File: src/rtl/srpa_pkg.sv
package srpa_pkg;

    // Defaults for the top-level parameters
    localparam int SAMPLE_WIDTH_DEF  = 16;
    localparam int FRACTION_BITS_DEF = 16;
    localparam int COUNT_WIDTH_DEF   = 16;
    localparam int MIN_SAMPLES_DEF   = 10;

    // Widest sample the job record carries, plus one bit for a rise
    localparam int SAMPLE_WIDTH_MAX = 24;
    localparam int VAL_W            = SAMPLE_WIDTH_MAX + 1;

    localparam int CFG_IDX_W  = 8;
    localparam int CFG_DATA_W = 32;
    localparam int QUEUE_DEPTH = 2;

    typedef enum logic [CFG_IDX_W-1:0] {
        CFG_SAMPLE_PERIOD   = 8'd0,
        CFG_STEP_MAGNITUDE  = 8'd1,
        CFG_CONTROLLER_TYPE = 8'd2
    } t_cfg_index;

    typedef enum logic [2:0] {
        ST_OK        = 3'd0,
        ST_FEW       = 3'd1,
        ST_ZERO_STEP = 3'd2,
        ST_NO_RISE   = 3'd3,
        ST_BAD_GAIN  = 3'd4
    } t_status;

    // One finished step response, handed from the front to the back
    typedef struct packed {
        t_status                  status;
        logic signed [VAL_W-1:0]  first;
        logic signed [VAL_W-1:0]  last;
        logic signed [VAL_W-1:0]  peak;
        logic signed [VAL_W-1:0]  rise;
        logic [31:0]              stamp;
        logic [31:0]              ts;
        logic [30:0]              step;
        logic [1:0]               ctype;
    } t_job;

    // Round a factor in thousandths to the fixed-point format
    function automatic logic [63:0] f_qconst(input logic [63:0] milli, input int fb);
        return ((milli << fb) + 64'd500) / 64'd1000;
    endfunction

    // Saturate to signed 32 bits
    function automatic logic signed [31:0] f_sat32(input logic signed [63:0] v);
        logic signed [31:0] r;
        if (v > 64'sd2147483647) begin
            r = 32'sh7fff_ffff;
        end else if (v < -64'sd2147483648) begin
            r = 32'sh8000_0000;
        end else begin
            r = v[31:0];
        end
        return r;
    endfunction

endpackage

File: src/rtl/srpa_if.sv
interface srpa_sample_if #(
    parameter int SAMPLE_WIDTH = 16
);
    logic                           valid;
    logic                           ready;
    logic signed [SAMPLE_WIDTH-1:0] sample_value;
    logic [31:0]                    sample_time;
    logic                           last_sample;

    modport source (output valid, sample_value, sample_time, last_sample, input ready);
    modport sink (input valid, sample_value, sample_time, last_sample, output ready);
endinterface


interface srpa_cfg_if;
    logic        valid;
    logic        ready;
    logic [7:0]  index;
    logic [31:0] data;

    modport source (output valid, index, data, input ready);
    modport sink (input valid, index, data, output ready);
endinterface

File: src/rtl/srpa_front.sv
module srpa_front #(
    parameter int SAMPLE_WIDTH = srpa_pkg::SAMPLE_WIDTH_DEF,
    parameter int COUNT_WIDTH  = srpa_pkg::COUNT_WIDTH_DEF,
    parameter int MIN_SAMPLES  = srpa_pkg::MIN_SAMPLES_DEF
) (
    input  logic            i_clk,
    input  logic            i_rst_n,
    srpa_sample_if.sink     i_sample,
    srpa_cfg_if.sink        i_cfg,
    input  logic            i_full,
    output logic            o_push,
    output srpa_pkg::t_job  o_job
);
    import srpa_pkg::*;

    localparam int SW = SAMPLE_WIDTH;

    logic [31:0]             r_ts;
    logic [30:0]             r_step;
    logic [1:0]              r_ctype;
    logic signed [SW-1:0]    r_first;
    logic signed [SW-1:0]    r_prev;
    logic signed [SW:0]      r_best;
    logic signed [SW-1:0]    r_peak;
    logic [31:0]             r_stamp;
    logic [COUNT_WIDTH-1:0]  r_cnt;

    logic signed [SW-1:0]    v;
    logic signed [SW:0]      rise;
    logic                    upd;
    logic                    accept;
    logic signed [SW-1:0]    n_first;
    logic signed [SW:0]      n_best;
    logic signed [SW-1:0]    n_peak;
    logic [31:0]             n_stamp;
    logic [COUNT_WIDTH-1:0]  n_cnt;
    t_status                 cls;

    assign i_cfg.ready    = 1'b1;
    assign i_sample.ready = !i_full;
    assign accept         = i_sample.valid && !i_full;

    // Write configuration registers
    always_ff @(posedge i_clk) begin
        if (!i_rst_n) begin
            r_ts    <= 32'h0001_0000;
            r_step  <= 31'h0001_0000;
            r_ctype <= 2'd3;
        end else if (i_cfg.valid) begin
            case (i_cfg.index)
                CFG_SAMPLE_PERIOD:   r_ts    <= i_cfg.data;
                CFG_STEP_MAGNITUDE:  r_step  <= i_cfg.data[30:0];
                CFG_CONTROLLER_TYPE: r_ctype <= i_cfg.data[1:0];
                default: ;
            endcase
        end
    end

    // Track first sample and the largest rise; earliest wins on ties
    always_comb begin
        v       = i_sample.sample_value;
        rise    = (SW+1)'(v) - (SW+1)'(r_prev);
        upd     = (r_cnt != '0) && (rise > r_best);
        n_first = (r_cnt == '0) ? v : r_first;
        n_best  = upd ? rise : r_best;
        n_peak  = upd ? v : r_peak;
        n_stamp = upd ? i_sample.sample_time : r_stamp;
        n_cnt   = (r_cnt == '1) ? r_cnt : r_cnt + 1'b1;

        // Classify the run on its last sample
        if (33'(n_cnt) < 33'(MIN_SAMPLES)) begin
            cls = ST_FEW;
        end else if (r_step == '0) begin
            cls = ST_ZERO_STEP;
        end else if (n_best <= 0) begin
            cls = ST_NO_RISE;
        end else begin
            cls = ST_OK;
        end
    end

    always_ff @(posedge i_clk) begin
        if (!i_rst_n) begin
            r_first <= '0;
            r_prev  <= '0;
            r_best  <= '0;
            r_peak  <= '0;
            r_stamp <= '0;
            r_cnt   <= '0;
        end else if (accept) begin
            if (i_sample.last_sample) begin
                r_first <= '0;
                r_prev  <= '0;
                r_best  <= '0;
                r_peak  <= '0;
                r_stamp <= '0;
                r_cnt   <= '0;
            end else begin
                r_first <= n_first;
                r_prev  <= v;
                r_best  <= n_best;
                r_peak  <= n_peak;
                r_stamp <= n_stamp;
                r_cnt   <= n_cnt;
            end
        end
    end

    // Build the job for the back end
    always_comb begin
        o_push       = accept && i_sample.last_sample;
        o_job.status = cls;
        o_job.first  = VAL_W'(n_first);
        o_job.last   = VAL_W'(v);
        o_job.peak   = VAL_W'(n_peak);
        o_job.rise   = VAL_W'(n_best);
        o_job.stamp  = n_stamp;
        o_job.ts     = r_ts;
        o_job.step   = r_step;
        o_job.ctype  = r_ctype;
    end
endmodule

File: src/flat_wrapper.sv
// flat-port wrapper written by rule: the top's interface ports become plain ports
module srpa_front_flat import srpa_pkg::*;
#(
    parameter int SAMPLE_WIDTH = srpa_pkg::SAMPLE_WIDTH_DEF,
    parameter int COUNT_WIDTH  = srpa_pkg::COUNT_WIDTH_DEF,
    parameter int MIN_SAMPLES  = srpa_pkg::MIN_SAMPLES_DEF
)
  (i_clk, i_rst_n, i_full, o_push, o_job, i_sample_valid, i_sample_sample_value, i_sample_sample_time, i_sample_last_sample, i_sample_ready, i_cfg_valid, i_cfg_index, i_cfg_data, i_cfg_ready);
  srpa_sample_if #(.SAMPLE_WIDTH(SAMPLE_WIDTH)) i_sample_i ();
  srpa_cfg_if i_cfg_i ();
  input  logic i_clk;
  input  logic i_rst_n;
  input  logic i_full;
  output logic o_push;
  output srpa_pkg::t_job o_job;
  input wire logic [$bits(i_sample_i.valid)-1:0] i_sample_valid;
  input wire logic [$bits(i_sample_i.sample_value)-1:0] i_sample_sample_value;
  input wire logic [$bits(i_sample_i.sample_time)-1:0] i_sample_sample_time;
  input wire logic [$bits(i_sample_i.last_sample)-1:0] i_sample_last_sample;
  output wire logic [$bits(i_sample_i.ready)-1:0] i_sample_ready;
  input wire logic [$bits(i_cfg_i.valid)-1:0] i_cfg_valid;
  input wire logic [$bits(i_cfg_i.index)-1:0] i_cfg_index;
  input wire logic [$bits(i_cfg_i.data)-1:0] i_cfg_data;
  output wire logic [$bits(i_cfg_i.ready)-1:0] i_cfg_ready;
  assign i_sample_i.valid = i_sample_valid;
  assign i_sample_i.sample_value = i_sample_sample_value;
  assign i_sample_i.sample_time = i_sample_sample_time;
  assign i_sample_i.last_sample = i_sample_last_sample;
  assign i_sample_ready = i_sample_i.ready;
  assign i_cfg_i.valid = i_cfg_valid;
  assign i_cfg_i.index = i_cfg_index;
  assign i_cfg_i.data = i_cfg_data;
  assign i_cfg_ready = i_cfg_i.ready;
  srpa_front #(.SAMPLE_WIDTH(SAMPLE_WIDTH), .COUNT_WIDTH(COUNT_WIDTH), .MIN_SAMPLES(MIN_SAMPLES)) u_core (.i_clk(i_clk), .i_rst_n(i_rst_n), .i_sample(i_sample_i), .i_cfg(i_cfg_i), .i_full(i_full), .o_push(o_push), .o_job(o_job));
endmodule
File: config.mk
export PLATFORM = sky130hd
export DESIGN_NAME = srpa_front_flat
export DESIGN_NICKNAME = d
export VERILOG_FILES = /design/src/rtl/srpa_pkg.sv /design/src/rtl/srpa_if.sv /design/src/rtl/srpa_front.sv /design/src/flat_wrapper.sv
export SDC_FILE = /design/constraint.sdc
export NUM_CORES = 1
export LEC_CHECK = 0
export BUFFER_PORTS_ARGS = -buffer_cell sky130_fd_sc_hd__clkbuf_2
export CORE_ASPECT_RATIO = 0.7
export CORE_UTILIZATION = 48
export CTS_CLUSTER_DIAMETER = 80
export DETAILED_ROUTE_END_ITERATION = 16
export GPL_TIMING_DRIVEN = 0
export PLACE_DENSITY = 0.84
export SETUP_SLACK_MARGIN = 0.05
export SYNTH_ARGS = -nofsm -noshare
export SYNTH_HDL_FRONTEND = slang
export SYNTH_SLANG_ARGS = --single-unit
File: constraint.sdc
create_clock -name i_clk -period 8.08 [get_ports i_clk]
set_clock_uncertainty 0.05 [all_clocks]
set_input_delay 2.424 -clock i_clk [delete_from_list [all_inputs] [get_ports i_clk]]
set_output_delay 2.424 -clock i_clk [all_outputs]
set_load 0.005 [all_outputs]
* Word level (Yosys, flattened, before mapping) *
Cells that the tools add are included.

storage, ports and cells
  logic and storage cells = 42
  flip-flop bits (word level) = 178
  output and inout port bits = 203
  input port bits = 94

operators by class
  reduce and logical (&&, ||, !) cells = 11
  add/subtract/negate cells = 2
  multiplexer cells = 14
  magnitude comparators = 3
  equality and inequality tests = 3

operator list
  cell                   count
  $mux 16                7
  $mux 32                2
  $mux 17                2
  $logic_not 31->1       1
  $gt 17x17->1           1
  $le 17x1->1 const B    1
  $sub 16x16->17         1
  $add 16x1->16 const B  1
  $eq 16x16->1 const B   1
  $logic_not 16->1       1
  $lt 16x4->1 const B    1
  $reduce_bool 16->1     1
  $eq 8x1->1 const B     1
  $eq 8x2->1 const B     1
  $logic_not 8->1        1
  $mux 3                 2
  $reduce_and 2->1       3
  $logic_and 1x1->1      3
  $mux 2                 1
  $logic_not 1->1        1

* Depth between registers and ports, before layout *
  depth after elaboration = 8
  mapped depth = 20
  depth with buffers taken out = 18

* Worst setup path before layout *
Ideal clock, no wire load.

  kind = input -> output
  start = input i_sample_sample_value[0]
  end = output o_job[138] (netlist bit)
  buffers on the path = 2
  stages = 18
  data arrival time = 5902 ps
  path slack = -296 ps
  data required time = 5606 ps
  path through = inv_1 -> ha_1 -> fa_1 -> nand2b_1 -> a21oi_1 -> o2111ai_1 -> nand2_1 -> a31oi_1 -> xnor2_1 -> ha_1 -> nand3_1 -> nor4_1 -> and2_1 -> o22ai_1 -> a22o_1 -> buf_6 -> mux2_1 -> buf_4

RTL lines
  item             RTL line            source
  start, declared  flat_wrapper.sv:17  input wire logic [$bits(i_sample_i.sample_value)-1:0] i_sample_sample_value;
  end, declared    flat_wrapper.sv:15  output srpa_pkg::t_job o_job;

==> reports/metrics.cfg <==
[outcome]
status = complete, but fails checks
violations = negative setup slack

[pwr]
clkPwrFrac_pct = 37.6
seqPwrFrac_pct = 41.1
ir_drop_mv = 0.134
p_int_uw = 1550
switching_share_pct = 28.5
combPwrFrac_pct = 21.3
p_per_area_mw_per_mm2 = 161
p_switching_uw = 616
p_leak_uw = 0.00558

[setup_path]
endpoint_kind = output port
cp_max_fo = 10
critical_path_required_ns = 5.61
arrival_ns = 6.38
worstSetupStartpointType = primary input
startpoint = i_sample_sample_value[0]
rr_startpoint = u_core.r_prev[1]
critPathKind = in2out

[sta]
setup_violations = 84
slew_headroom_pct = 39.0
hold_viol = 0
fin_crit_ns = 8.85
worst_slack_ns = -0.772
rsz0062_at_grt = yes
finalMaxSlewViolations = 0
worst_hold_slack_ns = 0.413
finalCritPeriodShare_pct = 110
tightestPinTransition_ns = 0.907
fmax_mhz = 113

[place]
dp.final_hpwl_um = 23400
place_inst = 1725
place_ws_ns = -0.941
place_congestion = 0.941
portBuffers = 293

[min_path]
min_path_type = reg2reg
min-delay-start = u_core.r_ts[9]

[floorplan]
core_mm2 = 0.0202
rows = 43
die_h_um = 123
dieArea_mm2 = 0.0215
die_w_um = 175
io-pin-count = 297
floorplan.initialDensity_pct = 49.8

[cells_and_area]
n_fill_cell = 1591
area_delta_synth_final_pct = 34.0
insertedDiodeCount = 0
final_cell_mix = clkbuf_2 (283), dfxtp_1 (178), nand2_1 (158)
drive_gt1_share_pct = 36.9
utilization_pct = 66.8
fin_nets = 1645
final_common_cell = clkbuf_2
layoutNonFillerInstCount = 1797

[drt]
drt_iter0_markers = 1059
wl_per_cell_um = 18.4
vias_per_cell = 5.66
ant_nets = 0
routed_wl_um = 33000
vias = 10178
drt_first_pass_iters = 5
drc = 0

[global_routing]
antenna_found_initial = 0
grt_pass1_vias = 9324
overflow = 0
grt_pass1_wl_um = 48800
track_usage_pct = 28.9
grt_max_degree = 17

[clock_network]
clock_path_buffers = 2
cts_root_buf = clkbuf_16
worstSkewPairLatency_ns = 0.44
cts_sinks = 178
clk_pin_slew_worst_paths_ns = 0.06
tritoncts = done
numCtsBuffers = 17
cts_max_level = 4

[synthesis]
synth.area.top_cells = dfxtp_1 (35%), mux2_4 (6.4%), a22oi_1 (6.3%)
ys_types = 63
ys_ff_latch = 178
syn_nets = 1292
synth_area_leader_cell = dfxtp_1
synthArstFlopShare_pct = 0
postSynthAreaPerCell_um2 = 8.65
synth_top_area_share_pct = 35.5
ys_dominant_reg_cell = dfxtp_1
syn_area_mm2 = 0.0100
synth_edf_count = 0
seq_area_frac_synth_pct = 35.5
yosysWarningCount = 0
synth_cells = 1162

[job]
drv_cap = 0

## worst max-delay path: stages
cell and delay (ns):
clkbuf_16 0.12, inv_8 0.03, ha_4 0.15, fa_2 0.38
nand2b_4 0.18, a21oi_4 0.22, o2111ai_4 0.15, a21oi_1 0.23
o22ai_2 0.18, ha_1 0.45, nand4_1 0.25, nor3_2 0.26
a22oi_2 0.12, o22ai_4 0.17, a22o_4 0.25, buf_12 0.19
buf_12 0.17, mux2_4 0.32, clkbuf_2 0.13
## per-layer routing
metal	share of wire (%)	routed length [um]	GRT usage, %
met5	0	0	0
met4	2.1	686	8.80
met3	9.8	3240	8.21
met2	44	14700	44.0
met1	44	14400	39.5
## timing repair
action	CTS	global route
pin swaps	26	15
buffers inserted	23	14
hold buffers	0	0
cloned	3	2
resized for setup	73	44
setup endpoints to repair	84	84
## power by group through the flow
stage	registers, uW	logic [uW]	clock network [uW]
floorplan	908	227	0
global placement	908	351	0
detailed placement	909	358	0
CTS	888	414	822
global route	889	488	863
finish	889	461	814
## final cells by class
cell class	count	area [um^2]	share of cell area, %
tap	270	338	2.51
buffer	128	826	6.13
timing repair buffer	334	1940	14.4
inverter	48	188	1.39
sequential	178	3560	26.5
clock buffer	19	443	3.29
clock inverter	12	123	0.910
multi-input combinational	808	6050	44.9
## final timing paths
| kind | endpoint | slack [ns] | cells after the start |
|---|---|---|---|
| min reg2reg | u_core.r_ts[9] | 0.41 | 2 |
| min | u_core.r_ts[9] | 0.41 | 2 |
| max reg2reg | u_core.r_peak[14] | 3.51 | 21 |
| max | o_job[130] | -0.77 | 19 |
## through the flow
stage / instance area [um^2] / total power, uW / setup TNS, ns
after CTS: 13100 / 2120 / -38.76
after detailed placement: 12000 / 1270 / -69.07
final: 13500 / 2160 / -59.55
after global routing: 13500 / 2240 / -73.48
after global placement: 12000 / 1260 / -66.69
after floorplan: 10200 / 1130 / 0
## Yosys cell counts (all sizes together), types with 2 or more instances
master   instances
a211oi           2
a21boi          67
a21o             5
a21oi           30
a22oi           84
a31oi            5
a32oi            2
a41oi            2
and2             3
and3            19
and4             2
buf             68
clkbuf          61
conb             2
dfxtp          178
ha              35
inv             48
mux2            74
mux2i            4
nand2          161
nand2b           3
nand3           17
nand4           14
nand4b           2
nor2            46
nor2b           88
nor3            15
nor4            21
nor4b            3
o2111ai          2
o211a            2
o211ai           4
o21a            18
o21ai           23
o221a            4
o22ai            2
o31ai            3
or2              4
or3              5
or4              2
xnor2           15
xor2             6
## logic make-up after synthesis
logic type | after synthesis | share of synthesized area, %
AOI/OAI and AO/OA | 262 | 18.5
adders and majority gates | 36 | 4.56
other | 2 | 0.0747
DFF | 178 | 35.5
muxes | 78 | 10.3
and+or+nand+nor | 408 | 20.2
buffers and inverters | 177 | 9.09
xor gates and xnor gates | 21 | 1.83
## state kept, by name, summed over array words and instances (netlist names)
signal,count
u_core.r_prev,16
u_core.r_ctype,2
u_core.r_stamp,32
u_core.r_cnt,16
u_core.r_ts,32
u_core.r_first,16
u_core.r_step,31
u_core.r_best,17
u_core.r_peak,16
Power figures use the tool's default switching activity.
