### src/rtl/srpa_pkg.sv
package srpa_pkg;

    // Defaults for the top-level parameters
    localparam int SAMPLE_WIDTH_DEF  = 16;
    localparam int FRACTION_BITS_DEF = 16;
    localparam int COUNT_WIDTH_DEF   = 16;
    localparam int MIN_SAMPLES_DEF   = 10;

    // Widest sample the job record carries, plus one bit for a rise
    localparam int SAMPLE_WIDTH_MAX = 24;
    localparam int VAL_W            = SAMPLE_WIDTH_MAX + 1;

    localparam int CFG_IDX_W  = 8;
    localparam int CFG_DATA_W = 32;
    localparam int QUEUE_DEPTH = 2;

    typedef enum logic [CFG_IDX_W-1:0] {
        CFG_SAMPLE_PERIOD   = 8'd0,
        CFG_STEP_MAGNITUDE  = 8'd1,
        CFG_CONTROLLER_TYPE = 8'd2
    } t_cfg_index;

    typedef enum logic [2:0] {
        ST_OK        = 3'd0,
        ST_FEW       = 3'd1,
        ST_ZERO_STEP = 3'd2,
        ST_NO_RISE   = 3'd3,
        ST_BAD_GAIN  = 3'd4
    } t_status;

    // One finished step response, handed from the front to the back
    typedef struct packed {
        t_status                  status;
        logic signed [VAL_W-1:0]  first;
        logic signed [VAL_W-1:0]  last;
        logic signed [VAL_W-1:0]  peak;
        logic signed [VAL_W-1:0]  rise;
        logic [31:0]              stamp;
        logic [31:0]              ts;
        logic [30:0]              step;
        logic [1:0]               ctype;
    } t_job;

    // Round a factor in thousandths to the fixed-point format
    function automatic logic [63:0] f_qconst(input logic [63:0] milli, input int fb);
        return ((milli << fb) + 64'd500) / 64'd1000;
    endfunction

    // Saturate to signed 32 bits
    function automatic logic signed [31:0] f_sat32(input logic signed [63:0] v);
        logic signed [31:0] r;
        if (v > 64'sd2147483647) begin
            r = 32'sh7fff_ffff;
        end else if (v < -64'sd2147483648) begin
            r = 32'sh8000_0000;
        end else begin
            r = v[31:0];
        end
        return r;
    endfunction

endpackage

### src/rtl/srpa_fifo.sv
module srpa_fifo (
    input  logic            i_clk,
    input  logic            i_rst_n,
    input  logic            i_push,
    input  srpa_pkg::t_job  i_job,
    output logic            o_full,
    output logic            o_valid,
    output srpa_pkg::t_job  o_job,
    input  logic            i_pop
);
    import srpa_pkg::*;

    localparam int PW = $clog2(QUEUE_DEPTH);

    t_job           r_mem [QUEUE_DEPTH];
    logic [PW-1:0]  r_wp;
    logic [PW-1:0]  r_rp;
    logic [PW:0]    r_cnt;

    // Track fill level and pointers
    always_ff @(posedge i_clk) begin
        if (!i_rst_n) begin
            r_wp  <= '0;
            r_rp  <= '0;
            r_cnt <= '0;
        end else begin
            if (i_push) begin
                r_wp <= r_wp + 1'b1;
            end
            if (i_pop) begin
                r_rp <= r_rp + 1'b1;
            end
            r_cnt <= r_cnt + (PW+1)'(i_push) - (PW+1)'(i_pop);
        end
    end

    // Hold queued jobs
    always_ff @(posedge i_clk) begin
        if (i_push) begin
            r_mem[r_wp] <= i_job;
        end
    end

    assign o_full  = (r_cnt == (PW+1)'(QUEUE_DEPTH));
    assign o_valid = (r_cnt != '0);
    assign o_job   = r_mem[r_rp];
endmodule

### config.mk
export PLATFORM = sky130hd
export DESIGN_NAME = srpa_fifo
export DESIGN_NICKNAME = d
export VERILOG_FILES = /design/src/rtl/srpa_pkg.sv /design/src/rtl/srpa_fifo.sv
export SDC_FILE = /design/constraint.sdc
export NUM_CORES = 1
export LEC_CHECK = 0
export CORE_AREA = 2 2 159 161
export DETAILED_ROUTE_END_ITERATION = 12
export DIE_AREA = 0 0 161 163
export DONT_BUFFER_PORTS = 1
export PLACE_DENSITY_LB_ADDON = 0.1
export SLEW_MARGIN = 20
export SYNTH_ARGS = -nofsm -noshare
export SYNTH_HDL_FRONTEND = slang
export SYNTH_SLANG_ARGS = --single-unit
### constraint.sdc
create_clock -name i_clk -period 28.8 [get_ports i_clk]
set_input_delay 0 -clock i_clk [delete_from_list [all_inputs] [get_ports i_clk]]
set_output_delay 0 -clock i_clk [all_outputs]
set_load 0.01 [all_outputs]
# Yosys cells after proc, flatten, opt, wreduce, memory -nomap -nowiden
# Memory sizes are Yosys's and may differ from the RTL's. A register that Yosys moved wholly into a read port is not among the register bits.
# Index checks and enable logic that the tools add are counted.
[classes] add_sub_neg=4 n_mux=4 reduce_logical=1 n_eq_ne=1
[op_table] op="2-to-1 mux 1 bit" count=4
[op_table] op="adder 1 bit, second input constant" count=2
[op_table] op="adder 2 x 1 -> 2 bit" count=1
[op_table] op="equality test 2 bit, second input constant" count=1
[op_table] op="nonzero test 2 bit" count=1
[op_table] op="subtractor 2 x 1 -> 2 bit" count=1
[word_totals] n_memories=1 out_inout_bits=202 reg_bits=4 inputBits=204 mem_bits_rw=400 word_cells=14
[memory_table] memory="r_mem" words=2 width=200 read_ports=1 rd_clocked_by_memory_dff=1 write_ports=1 line="srpa_fifo.sv:15" source="t_job r_mem [QUEUE_DEPTH];"

# Logic depth before layout (Yosys ltp)
# Gate-level depths: netlist (run 1).
[depth] ltp_word=3 ltp_mapped=6 depth_no_buf=6

# Least setup slack after synthesis (run 1)
# OpenSTA, ideal clock, no wires.
[synth_path] path_kind="flip-flop to flip-flop" startpoint="register r_wp" endpoint="register r_wp" setup_time_ps=99 path_slack_ps=18891 path_stages_with_launch=3 n_path_buf=0 arrival_time_ps=9810 t_required_ps=28701 synth_period_minus_slack_ps=9909 cell_sequence="dfxtp_1 > nor2b_1 > o21a_1"
[synth_between] elab_chain_len=1
[synth_rtl] item="from (decl)" line="srpa_fifo.sv:16" source="logic [PW-1:0] r_wp;"
[synth_rtl] item="from (signal assigned)" line="srpa_fifo.sv:28" source="r_wp <= r_wp + 1'b1;"
[synth_rtl] item="adder 1 bit" line="srpa_fifo.sv:28"
# No other way between the ends.
# A chain may end at the register's enable or synchronous reset.

==> run metrics, run 1 <==
Post-CTS Resized=0; WS Path Type=flop to output pin; share of cells above drive strength 1=29.49%; initial antenna violation count=1; RSZ-0062 raised after global routing=no; r2r setup slk=26.53 ns; Worst EP arrival=approximately 2.6 ns; CP Cell Sequence=buf_6 > mux2_2; synthesized flop and latch total=just over 400; routability cong.=roughly 0.74; VDD IR max=0.00005735 V; CP Launch Type=flop; Placed Cells=956; post-route setup TNS=0 ns; core area=0.02467 mm^2; via count=slightly below 7,000; Yosys top cell area share=81.22%; worst-path fanout max=90; Hold Buf Count CTS=~200; YS warnings=0; Cell Area, Synth=0.01479 mm^2; Syn Inst Count=around 640; CTS tree=built; Worst path top cell family by delay=flip-flops; DRC=0; GRT Residual Overflow=0; DR vias/cell=5.514; Slew headroom=37.28%; global-route wire length before repair=42,950 um; die area=0.02624 mm^2; Final Power=roughly 1.3 mW; Final WS setup=26.18 ns; routed wire length=29,850 um; Non-Filler Instances=1,233; H-tree depth=2; final worst clock skew=0.009605 ns; Starting Density=59.94%; postcts setup bufs=0; Net Count, Synth=849; Buffers on Ports=0; Yosys cell types=13; period utilization=9.099%; clk sinks=~400; Hold Path Depth=2; 1st-iter DRT viols=513; Setup-failing EPs final=0; most common library cell in the layout ignoring fill and taps=edfxtp_1; max frequency=0.3816 GHz; DP Worst Slack=26.40 ns; worst hold path type=input port to flop; die height=~160 um; post-route minimum period=2.621 ns; Overall Global Routing Usage=22.06%; Total Nets Final=1,078; dpl cell area=0.01497 mm^2; Clock Tree Buf Depth=3; placed wire-length estimate=18,390 um; Slew Viols, Final=0; DRT Pass-1 Iters=6; Final ANT Viol Nets=0; PwrDens=70.60 mW/mm^2; critical path endpoint category=output pin; Critical R2R Launch=r_wp$_SDFFE_PN0P_; hold_sp=i_push; Site Rows=58; Area contributors post-synth=edfxtp_1 (81%), mux2_2 (15%), clkbuf_8 (1.9%), dfxtp_1 (0.68%), and2_1 (0.17%); # IOs=406; synth-to-layout area growth=23.43%; mean post-synth cell area=23.00 um^2; vias in the first global route=~7,400; Final Cell Area=0.01826 mm^2; r2r worst-path depth=2; WL/cell=24.21 um; most frequent cells in the layout=edfxtp_1 (400), dlygate4sd3_1 (204), mux2_2 (200); Worst EP required=between 20 and 30 ns; CTS Buf Count=39; CTS clk-pin slew, worst paths=0.06 ns; sequential fraction of the synthesis area=81.90%; clock root cell=clkbuf_16; largest net degree at the start of global routing=202; Hold Path End=r_mem[0][161]$_DFFE_PP_; slowest stage cell, crit path=dfxtp_4; Clk Latency, worst-skew pair=roughly 0.5 ns; cell accounting for the most synthesized area=edfxtp_1; Final Util=73.99%; Slew @ Worst Pin=0.9407 ns; Crit Reg-Reg Endpoint=r_mem[1][86]$_DFFE_PP_; final hold violations=0; die width=161 um; WP buf/inv=1; slowest stage delay, CP=0.80 ns; status=complete, no violations; hold_ws=between 0.04 and 0.05 ns; Max-cap violations=0; P_leak=roughly 6.1 nW
## power by group
part,internal (mW),total [mW],switching [mW]
Clock,0.277,0.478,0.201
Combinational,0.0534,0.119,0.0652
Sequential,0.682,0.692,0.0101
## worst register-to-register path, stage by stage, from the launching register on
cell and delay [ns]:
dfxtp_1 0.40, and2_4 0.58, buf_4 0.85
## area by class of cell
cell class                 instances  area, um^2
sequential                       405       12120
fill                            1409        6419
multi-input combinational        214        2382
timing repair buffer             210        2127
clock buffer                      47        1049
tap                              330       412.9
clock inverter                    24       158.9
inverter                           2       7.507
antenna                            1       2.502
## how the worst max path moves through the flow
stage	start	to	slack, ns	cells after the start
2_1_floorplan	r_wp$_SDFFE_PN0P_	r_wp$_SDFFE_PN0P_	18.89	2
3_3_place_gp	r_wp$_SDFFE_PN0P_	r_mem[1][11]$_DFFE_PP_	26.45	2
3_5_place_dp	r_wp$_SDFFE_PN0P_	r_mem[1][89]$_DFFE_PP_	26.40	2
4_1_cts	flop	o_job[194]	25.88	2
5_1_grt	flop	o_job[40]	26.06	2
6_report	flop	o_job[139]	26.18	2
## flip-flops by register name (all words and copies together) (netlist names), named ones only
signal and cells:
r_wp 1, r_mem 400, r_cnt 2, r_rp 1
## cells in the mapped netlist
library cell	n
o21a_1	1
dfxtp_1	5
xor2_1	1
xnor3_1	1
nor2b_1	4
inv_1	2
and2_1	4
or2_2	1
mux2_2	200
edfxtp_1	400
clkbuf_8	20
buf_6	2
ha_1	2
## logic make-up (layout without fill, tap and decap cells)
kind of cell             Yosys count  after routing  synth area share (%)
buffers and inverters             24            283                 2.064
multiplexers                     200            200                 15.23
flip-flops                       405            405                 81.90
other                              0              1                     0
XOR/XNOR                           2              2                0.2115
adder cells (fa/ha/maj)            2              2                0.1692
AO/OA/AOI/OAI                      1              1               0.05078
AND/OR/NAND/NOR                    9              9                0.3807
## routing by layer
metal	vias up	part of all wire [%]	track usage [%]
met1	3385	34	23.47
li1	3024	-	-
met2	326	53	39.72
met4	0	3.5	8.604
met5	-	0	0
met3	64	9.5	8.454
Note: power is estimated with default switching activity, not from simulation.
==> inputs of run 2 (changes only) <==
--- a/config.mk
+++ b/config.mk
@@ -5,9 +5,11 @@
 export SDC_FILE = /design/constraint.sdc
 export NUM_CORES = 1
 export LEC_CHECK = 0
-export CORE_AREA = 2 2 159 161
+export ABC_AREA = 1
+export CORE_ASPECT_RATIO = 2
+export CORE_MARGIN = 2
+export CORE_UTILIZATION = 57
 export DETAILED_ROUTE_END_ITERATION = 12
-export DIE_AREA = 0 0 161 163
 export DONT_BUFFER_PORTS = 1
 export PLACE_DENSITY_LB_ADDON = 0.1
 export SLEW_MARGIN = 20
==> constraint.sdc (replaced) <==
create_clock -name i_clk -period 2.3 [get_ports i_clk]
set_input_delay 0 -clock i_clk [delete_from_list [all_inputs] [get_ports i_clk]]
set_output_delay 0 -clock i_clk [all_outputs]
set_load 0.01 [all_outputs]
==> run metrics, run 2 <==
die width=117.9 um (was 161 um); biggest regs=r_mem: 400 flops, r_cnt: 2 flops (unchanged); P_leak=6.199 nW (was 6.120 nW); Area contributors post-synth=edfxtp_1 (81%), mux2_2 (15%), clkbuf_8 (1.9%), dfxtp_1 (0.68%), nand2_1 (0.23%) (was edfxtp_1 (81%), mux2_2 (15%), clkbuf_8 (1.9%), dfxtp_1 (0.68%), and2_1 (0.17%)); placed wire-length estimate=19,650 um (was 18,390 um); worst hold path type=input port to flop (unchanged); Async S/R FF share, synth=0% (unchanged); Net Count, Synth=861 (was 849); dpl cell area=0.01527 mm^2 (was 0.01497 mm^2); Yosys top cell area share=81.23% (was 81.22%); Buffers on Ports=0 (unchanged); post-route minimum period=2.000 ns; period utilization=86.98%; r2r setup slk=0.56 ns (was 26.53 ns); Post-CTS Resized=0 (unchanged); vias in the first global route=7,725 (was 7,396); Total Nets Final=1,103 (was 1,078); share of cells above drive strength 1=30.12% (was 29.49%); largest net degree at the start of global routing=87 (was 202); final worst clock skew=0.01937 ns (was 0.009605 ns); DRT Pass-1 Iters=4 (was 6); critical path endpoint category=output pin (unchanged); Cell Area, Synth=0.01479 mm^2 (about the same); die height=231.8 um (was 163 um); # IOs=406 (unchanged); Post-synth EDFFs=400 (unchanged); Max-cap violations=0 (unchanged); Syn Inst Count=655 (was 643); Setup-failing EPs final=0 (unchanged); mean post-synth cell area=22.58 um^2 (was 23.00 um^2); Yosys cell types=11 (was 13); Non-Filler Instances=1,264 (was 1,233); RSZ-0062 raised after global routing=no (unchanged); synth-to-layout area growth=24.62% (was 23.43%); sequential fraction of the synthesis area=81.91% (was 81.90%); worst-path fanout max=48 (was 90); Clk Latency, worst-skew pair=0.52 ns (was 0.51 ns); routed wire length=30,300 um (was 29,850 um); CP Launch Type=flop (unchanged); main flop type after synthesis=edfxtp_1 (unchanged); GRT Residual Overflow=0 (unchanged); WL/cell=23.97 um (was 24.21 um); clock root cell=clkbuf_16 (unchanged); Final Cell Area=0.01843 mm^2 (was 0.01826 mm^2); CTS clk-pin slew, worst paths=0.07 ns (was 0.06 ns); top-count cell post-synth=edfxtp_1 (unchanged); Worst EP required=2.30 ns (was 28.80 ns); Critical R2R Launch=r_wp$_SDFFE_PN0P_ (unchanged); CTS Buf Count=35 (was 39); Site Rows=83 (was 58); die area=0.02732 mm^2 (was 0.02624 mm^2); CTS tree=built (unchanged); Final Power=15.83 mW (was 1.289 mW); Largest register FFs=400 (unchanged); WS Path Type=flop to output pin (unchanged); DR vias/cell=5.519 (was 5.514); global-route wire length before repair=44,660 um (was 42,950 um); Placed Cells=996 (was 956); routability cong.=0.7819 (was 0.7431); max frequency=0.4999 GHz; Worst EP arrival=2.00 ns (was 2.62 ns); 1st-iter DRT viols=427 (was 513); Worst Setup EP=o_job[167] (was o_job[139]); most common library cell in the layout ignoring fill and taps=edfxtp_1 (unchanged); Crit Reg-Reg Endpoint=r_mem[1][170]$_DFFE_PP_ (was r_mem[1][86]$_DFFE_PP_); Slew headroom=53.29% (was 37.28%); most frequent cells in the layout=edfxtp_1 (400), dlygate4sd3_1 (204), mux2_2 (200) (unchanged); initial antenna violation count=1 (unchanged); slowest stage cell, crit path=dfxtp_4 (unchanged); r2r worst-path depth=3 (was 2); synthesized flop and latch total=405 (unchanged); status=complete, no violations (unchanged); largest reg by FF count=r_mem (unchanged); Starting Density=57.88% (was 59.94%); Slew @ Worst Pin=0.6992 ns (was 0.9407 ns); clk sinks=405 (unchanged); CP Cell Sequence=buf_12 > mux2_2 (was buf_6 > mux2_2); PwrDens=858.9 mW/mm^2 (was 70.60 mW/mm^2); cell accounting for the most synthesized area=edfxtp_1 (unchanged); DRC=0 (unchanged); VDD IR max=0.0007869 V (was 0.00005735 V); Overall Global Routing Usage=21.70% (was 22.06%); YS warnings=0 (unchanged); Slew Viols, Final=0 (unchanged); core area=0.02555 mm^2 (was 0.02467 mm^2); final hold violations=0 (unchanged); slowest stage delay, CP=0.69 ns (was 0.80 ns); Commonest cells post-synth=edfxtp_1 (400), mux2_2 (200), clkbuf_8 (20), nand2_1 (9), nor2_1 (8) (was edfxtp_1 (400), mux2_2 (200), clkbuf_8 (20), dfxtp_1 (5)); Final ANT Viol Nets=0 (unchanged); Clock Tree Buf Depth=3 (unchanged); via count=6,976 (was 6,799); H-tree depth=2 (unchanged)
==> run 2: cell types whose count changed after synthesis, sizes merged, moves of 4 or more <==
cell / previous run / this run
nor2: 0 / 8
inv: 2 / 7
nor2b: 4 / 0
nand2: 0 / 9
and2: 4 / 0
==> run 2: worst min-delay path by stage <==
stage | startpoint | depth (start not counted) | end
2_1_floorplan | i_rst_n | 2 | r_cnt[0]$_SDFF_PN0_
3_3_place_gp | i_job[183] | 0 | r_mem[0][183]$_DFFE_PP_
3_5_place_dp | i_job[33] | 0 | r_mem[0][33]$_DFFE_PP_
4_1_cts | i_job[110] | 1 | r_mem[1][110]$_DFFE_PP_
5_1_grt | i_job[40] | 1 | r_mem[1][40]$_DFFE_PP_
6_report | i_job[105] | 1 | r_mem[1][105]$_DFFE_PP_
==> run 2: routing by layer <==
metal	share of wire, %	vias to the layer above	wire length, um	global-route usage (%)
li1	-	3084	-	-
met5	0	-	0	0
met2	54	344	16370	39.35
met3	7.6	87	2309	6.876
met4	5.5	0	1663	11.97
met1	33	3461	9960	21.83
==> run 2: critical path: cells and delay by family (launching register included) <==
family                 cells  cell delay, ns
flip-flops                 1            0.69
multiplexers               1            0.44
buffers and inverters      1            0.33
==> run 2: kinds of logic (layout without fill, tap and decap cells) <==
family | count (synthesis) | in the layout | share of synthesized area [%]
AND/OR/NAND/NOR | 18 | 18 | 0.4654
other | 0 | 1 | 0
multiplexers | 200 | 200 | 15.23
flip-flops | 405 | 405 | 81.91
adder cells (fa/ha/maj) | 2 | 2 | 0.1692
buffers and inverters | 29 | 297 | 2.192
AO/OA/AOI/OAI | 1 | 1 | 0.03381
==> run 2: report_power, final <==
part	internal, mW	switching (mW)	leakage [nW]	total, mW
logic	0.641	0.783	1.85	1.42
clock network	3.29	2.46	0.549	5.74
registers	8.55	0.112	3.80	8.66
==> run 2: per-stage QoR <==
step                      setup TNS (ns)  hold WS (ns)  utilization (%)  setup WS, ns
final                                  0        0.1304            72.13        0.2996
after floorplan                  -572.50       0.09345                -        -1.476
after global routing                   0        0.1173            72.13        0.2130
after global placement                 0       0.09894            59.77        0.5707
after detailed placement               0       0.09895            59.77        0.5316
after CTS                              0        0.1026            72.12        0.2547
==> run 2: layout make-up <==
| cell class | instances | area, um^2 |
|---|---|---|
| inverters | 7 | 30.03 |
| repair buffers | 227 | 2377 |
| diodes | 1 | 2.502 |
| well taps | 340 | 425.4 |
| fillers | 1568 | 7119 |
| multi-input cells | 221 | 2361 |
| flip-flops and latches | 405 | 12120 |
| clock inverters | 18 | 201.4 |
| clock buffers | 45 | 913.4 |
==> run 2: timing repair <==
item | in CTS | in global routing
buffers inserted | 0 | 0
hold buffers | 204 | 0
setup endpoints to repair | 0 | 0
endpoints found under the hold margin | 411 | 0
==> inputs of run 3 (changes only) <==
--- a/config.mk
+++ b/config.mk
@@ -9,10 +9,12 @@
 export CORE_ASPECT_RATIO = 2
 export CORE_MARGIN = 2
 export CORE_UTILIZATION = 57
+export CTS_BUF_LIST = sky130_fd_sc_hd__clkbuf_16
 export DETAILED_ROUTE_END_ITERATION = 12
 export DONT_BUFFER_PORTS = 1
 export PLACE_DENSITY_LB_ADDON = 0.1
-export SLEW_MARGIN = 20
+export RECOVER_POWER = 25
+export SLEW_MARGIN = 15
 export SYNTH_ARGS = -nofsm -noshare
 export SYNTH_HDL_FRONTEND = slang
 export SYNTH_SLANG_ARGS = --single-unit
==> run metrics, run 3 (synthesized netlist as in run 2, its figures left out) <==
initial antenna violation count=1 (unchanged); status=complete, no violations (unchanged); WL/cell=23.99 um (was 23.97 um); 1st-iter DRT viols=424 (was 427); combinational share of power=9.0% (about the same); routed wire length=30,330 um (was 30,300 um); Clock power frac=36.1% (was 36.3%); final worst clock skew=0.02140 ns (was 0.01937 ns); Worst EP arrival=2.00 ns (about the same); Clk Latency, worst-skew pair=0.52 ns (about the same); final hold violations=0 (unchanged); Final ANT Viol Nets=0 (unchanged); routability cong.=0.7819 (unchanged); Final Power=15.78 mW (was 15.83 mW); DR vias/cell=5.517 (was 5.519); Setup-failing EPs final=0 (unchanged); Slew Viols, Final=0 (unchanged); via count=6,973 (was 6,976); global-route wire length before repair=44,640 um (was 44,660 um); clock root cell=clkbuf_16 (unchanged); Slew @ Worst Pin=0.6974 ns (was 0.6992 ns); largest reg by FF count=r_mem (unchanged); # IOs=406 (unchanged); area of the multi-input gates=0.002361 mm^2 (unchanged); Max-cap violations=0 (unchanged); H-tree depth=2 (unchanged); Worst Setup EP=o_job[167] (unchanged); CTS clk-pin slew, worst paths=0.07 ns (about the same); critical path endpoint category=output pin (unchanged); Fill cells=1,568 (unchanged); Crit Reg-Reg Endpoint=r_mem[1][36]$_DFFE_PP_ (was r_mem[1][170]$_DFFE_PP_); share of cells above drive strength 1=30.12% (unchanged); GRT Residual Overflow=0 (unchanged); postcts setup bufs=0 (unchanged); Slew headroom=53.41% (was 53.29%); clk sinks=405 (unchanged); largest net degree at the start of global routing=87 (unchanged); CTS tree=built (unchanged); Starting Density=57.88% (unchanged); Site Rows=83 (unchanged); Worst EP required=2.30 ns (about the same); register area=0.01212 mm^2 (unchanged); Overall Global Routing Usage=21.68% (was 21.70%); synth-to-layout area growth=24.62% (unchanged); P_int=12.43 mW (was 12.47 mW); most common library cell in the layout ignoring fill and taps=edfxtp_1 (unchanged); r2r worst-path depth=3 (unchanged); die height=231.8 um (unchanged); P_sw=3.350 mW (was 3.352 mW); die width=117.9 um (unchanged); WS Path Type=flop to output pin (unchanged); Final WS setup=0.2980 ns (was 0.2996 ns); Total Nets Final=1,103 (unchanged); VDD IR max=0.0007864 V (was 0.0007869 V); worst hold path type=input port to flop (unchanged); P_leak=6.241 nW (was 6.199 nW); Largest register FFs=400 (unchanged); DRC=0 (unchanged); Seq pwr share=54.9% (was 54.7%); Critical R2R Launch=r_wp$_SDFFE_PN0P_ (unchanged); Sw Share=21.23% (was 21.18%); most frequent cells in the layout=edfxtp_1 (400), dlygate4sd3_1 (204), mux2_2 (200) (unchanged); CP Launch Type=flop (unchanged); r2r setup slk=0.57 ns (was 0.56 ns); Buffers on Ports=0 (unchanged); placed wire-length estimate=19,650 um (unchanged); post-route minimum period=2.002 ns (was 2.000 ns); core area=0.02555 mm^2 (unchanged); Clock Tree Buf Depth=3 (unchanged); max frequency=0.4995 GHz (was 0.4999 GHz); worst-path fanout max=48 (unchanged); period utilization=87.04% (was 86.98%); DP Worst Slack=0.5316 ns (unchanged); DRT Pass-1 Iters=4 (unchanged); vias in the first global route=7,724 (was 7,725); die area=0.02732 mm^2 (unchanged); RSZ-0062 raised after global routing=no (unchanged); biggest regs=r_mem: 400 flops, r_cnt: 2 flops (unchanged); PwrDens=856.3 mW/mm^2 (was 858.9 mW/mm^2); CTS Buf Count=35 (unchanged)
==> run 3: routing by layer <==
layer | GRT usage, % | vias to the layer above | part of all wire (%)
met2 | 39.35 | 341 | 54
li1 | - | 3081 | -
met4 | 11.97 | 0 | 5.3
met1 | 21.80 | 3471 | 33
met5 | 0 | - | 0
met3 | 6.876 | 80 | 7.6
==> run 3: stage by stage <==
step	hold WS, ns	instances	instance area (um^2)	util (%)	TNS (ns)
2_1_floorplan	0.09345	655	14800	-	-572.50
6_report	0.1281	1264	18430	72.13	0
4_1_cts	0.1025	1263	18430	72.12	0
3_3_place_gp	0.09894	996	15270	59.77	0
5_1_grt	0.1170	1264	18430	72.13	0
3_5_place_dp	0.09895	996	15270	59.77	0
==> run 3: area by class of cell <==
type                       instances  area share [%]
sequential                       405           65.75
timing repair buffer             227           12.90
multi-input combinational        221           12.81
clock buffer                      35           4.753
tap                              340           2.309
clock inverter                    28           1.297
inverter                           7          0.1630
antenna                            1         0.01358
==> run 3: power groups by stage <==
stage / Combinational, mW / Sequential [mW] / Clock, mW
floorplan: 0.854 / 8.80 / 0
detailed placement: 1.08 / 8.82 / 0
finish: 1.42 / 8.66 / 5.70
CTS: 1.43 / 8.66 / 5.81
global route: 1.50 / 8.69 / 6.06
global placement: 1.06 / 8.80 / 0
==> run 3: timing repair <==
item / 4_1_cts / 5_1_grt
hold endpoints to repair: 411 / 0
gates resized for setup: 0 / 0
hold buffers: 204 / 0
==> run 3: how the worst min path moves through the flow <==
| stage | startpoint | to | slack (ns) | cells after the start |
|---|---|---|---|---|
| after floorplan | i_rst_n | r_cnt[0]$_SDFF_PN0_ | 0.09 | 2 |
| final | i_job[110] | r_mem[1][110]$_DFFE_PP_ | 0.13 | 1 |
| after CTS | i_job[110] | r_mem[1][110]$_DFFE_PP_ | 0.10 | 1 |
| after global placement | i_job[183] | r_mem[0][183]$_DFFE_PP_ | 0.1 | 0 |
| after global routing | i_job[40] | r_mem[1][40]$_DFFE_PP_ | 0.12 | 1 |
| after detailed placement | i_job[33] | r_mem[0][33]$_DFFE_PP_ | 0.1 | 0 |
==> run 3: worst max-delay path, cell delays in order, from the launching register on <==
cell and delay, ns:
dfxtp_4 0.69, buf_12 0.33, mux2_2 0.44
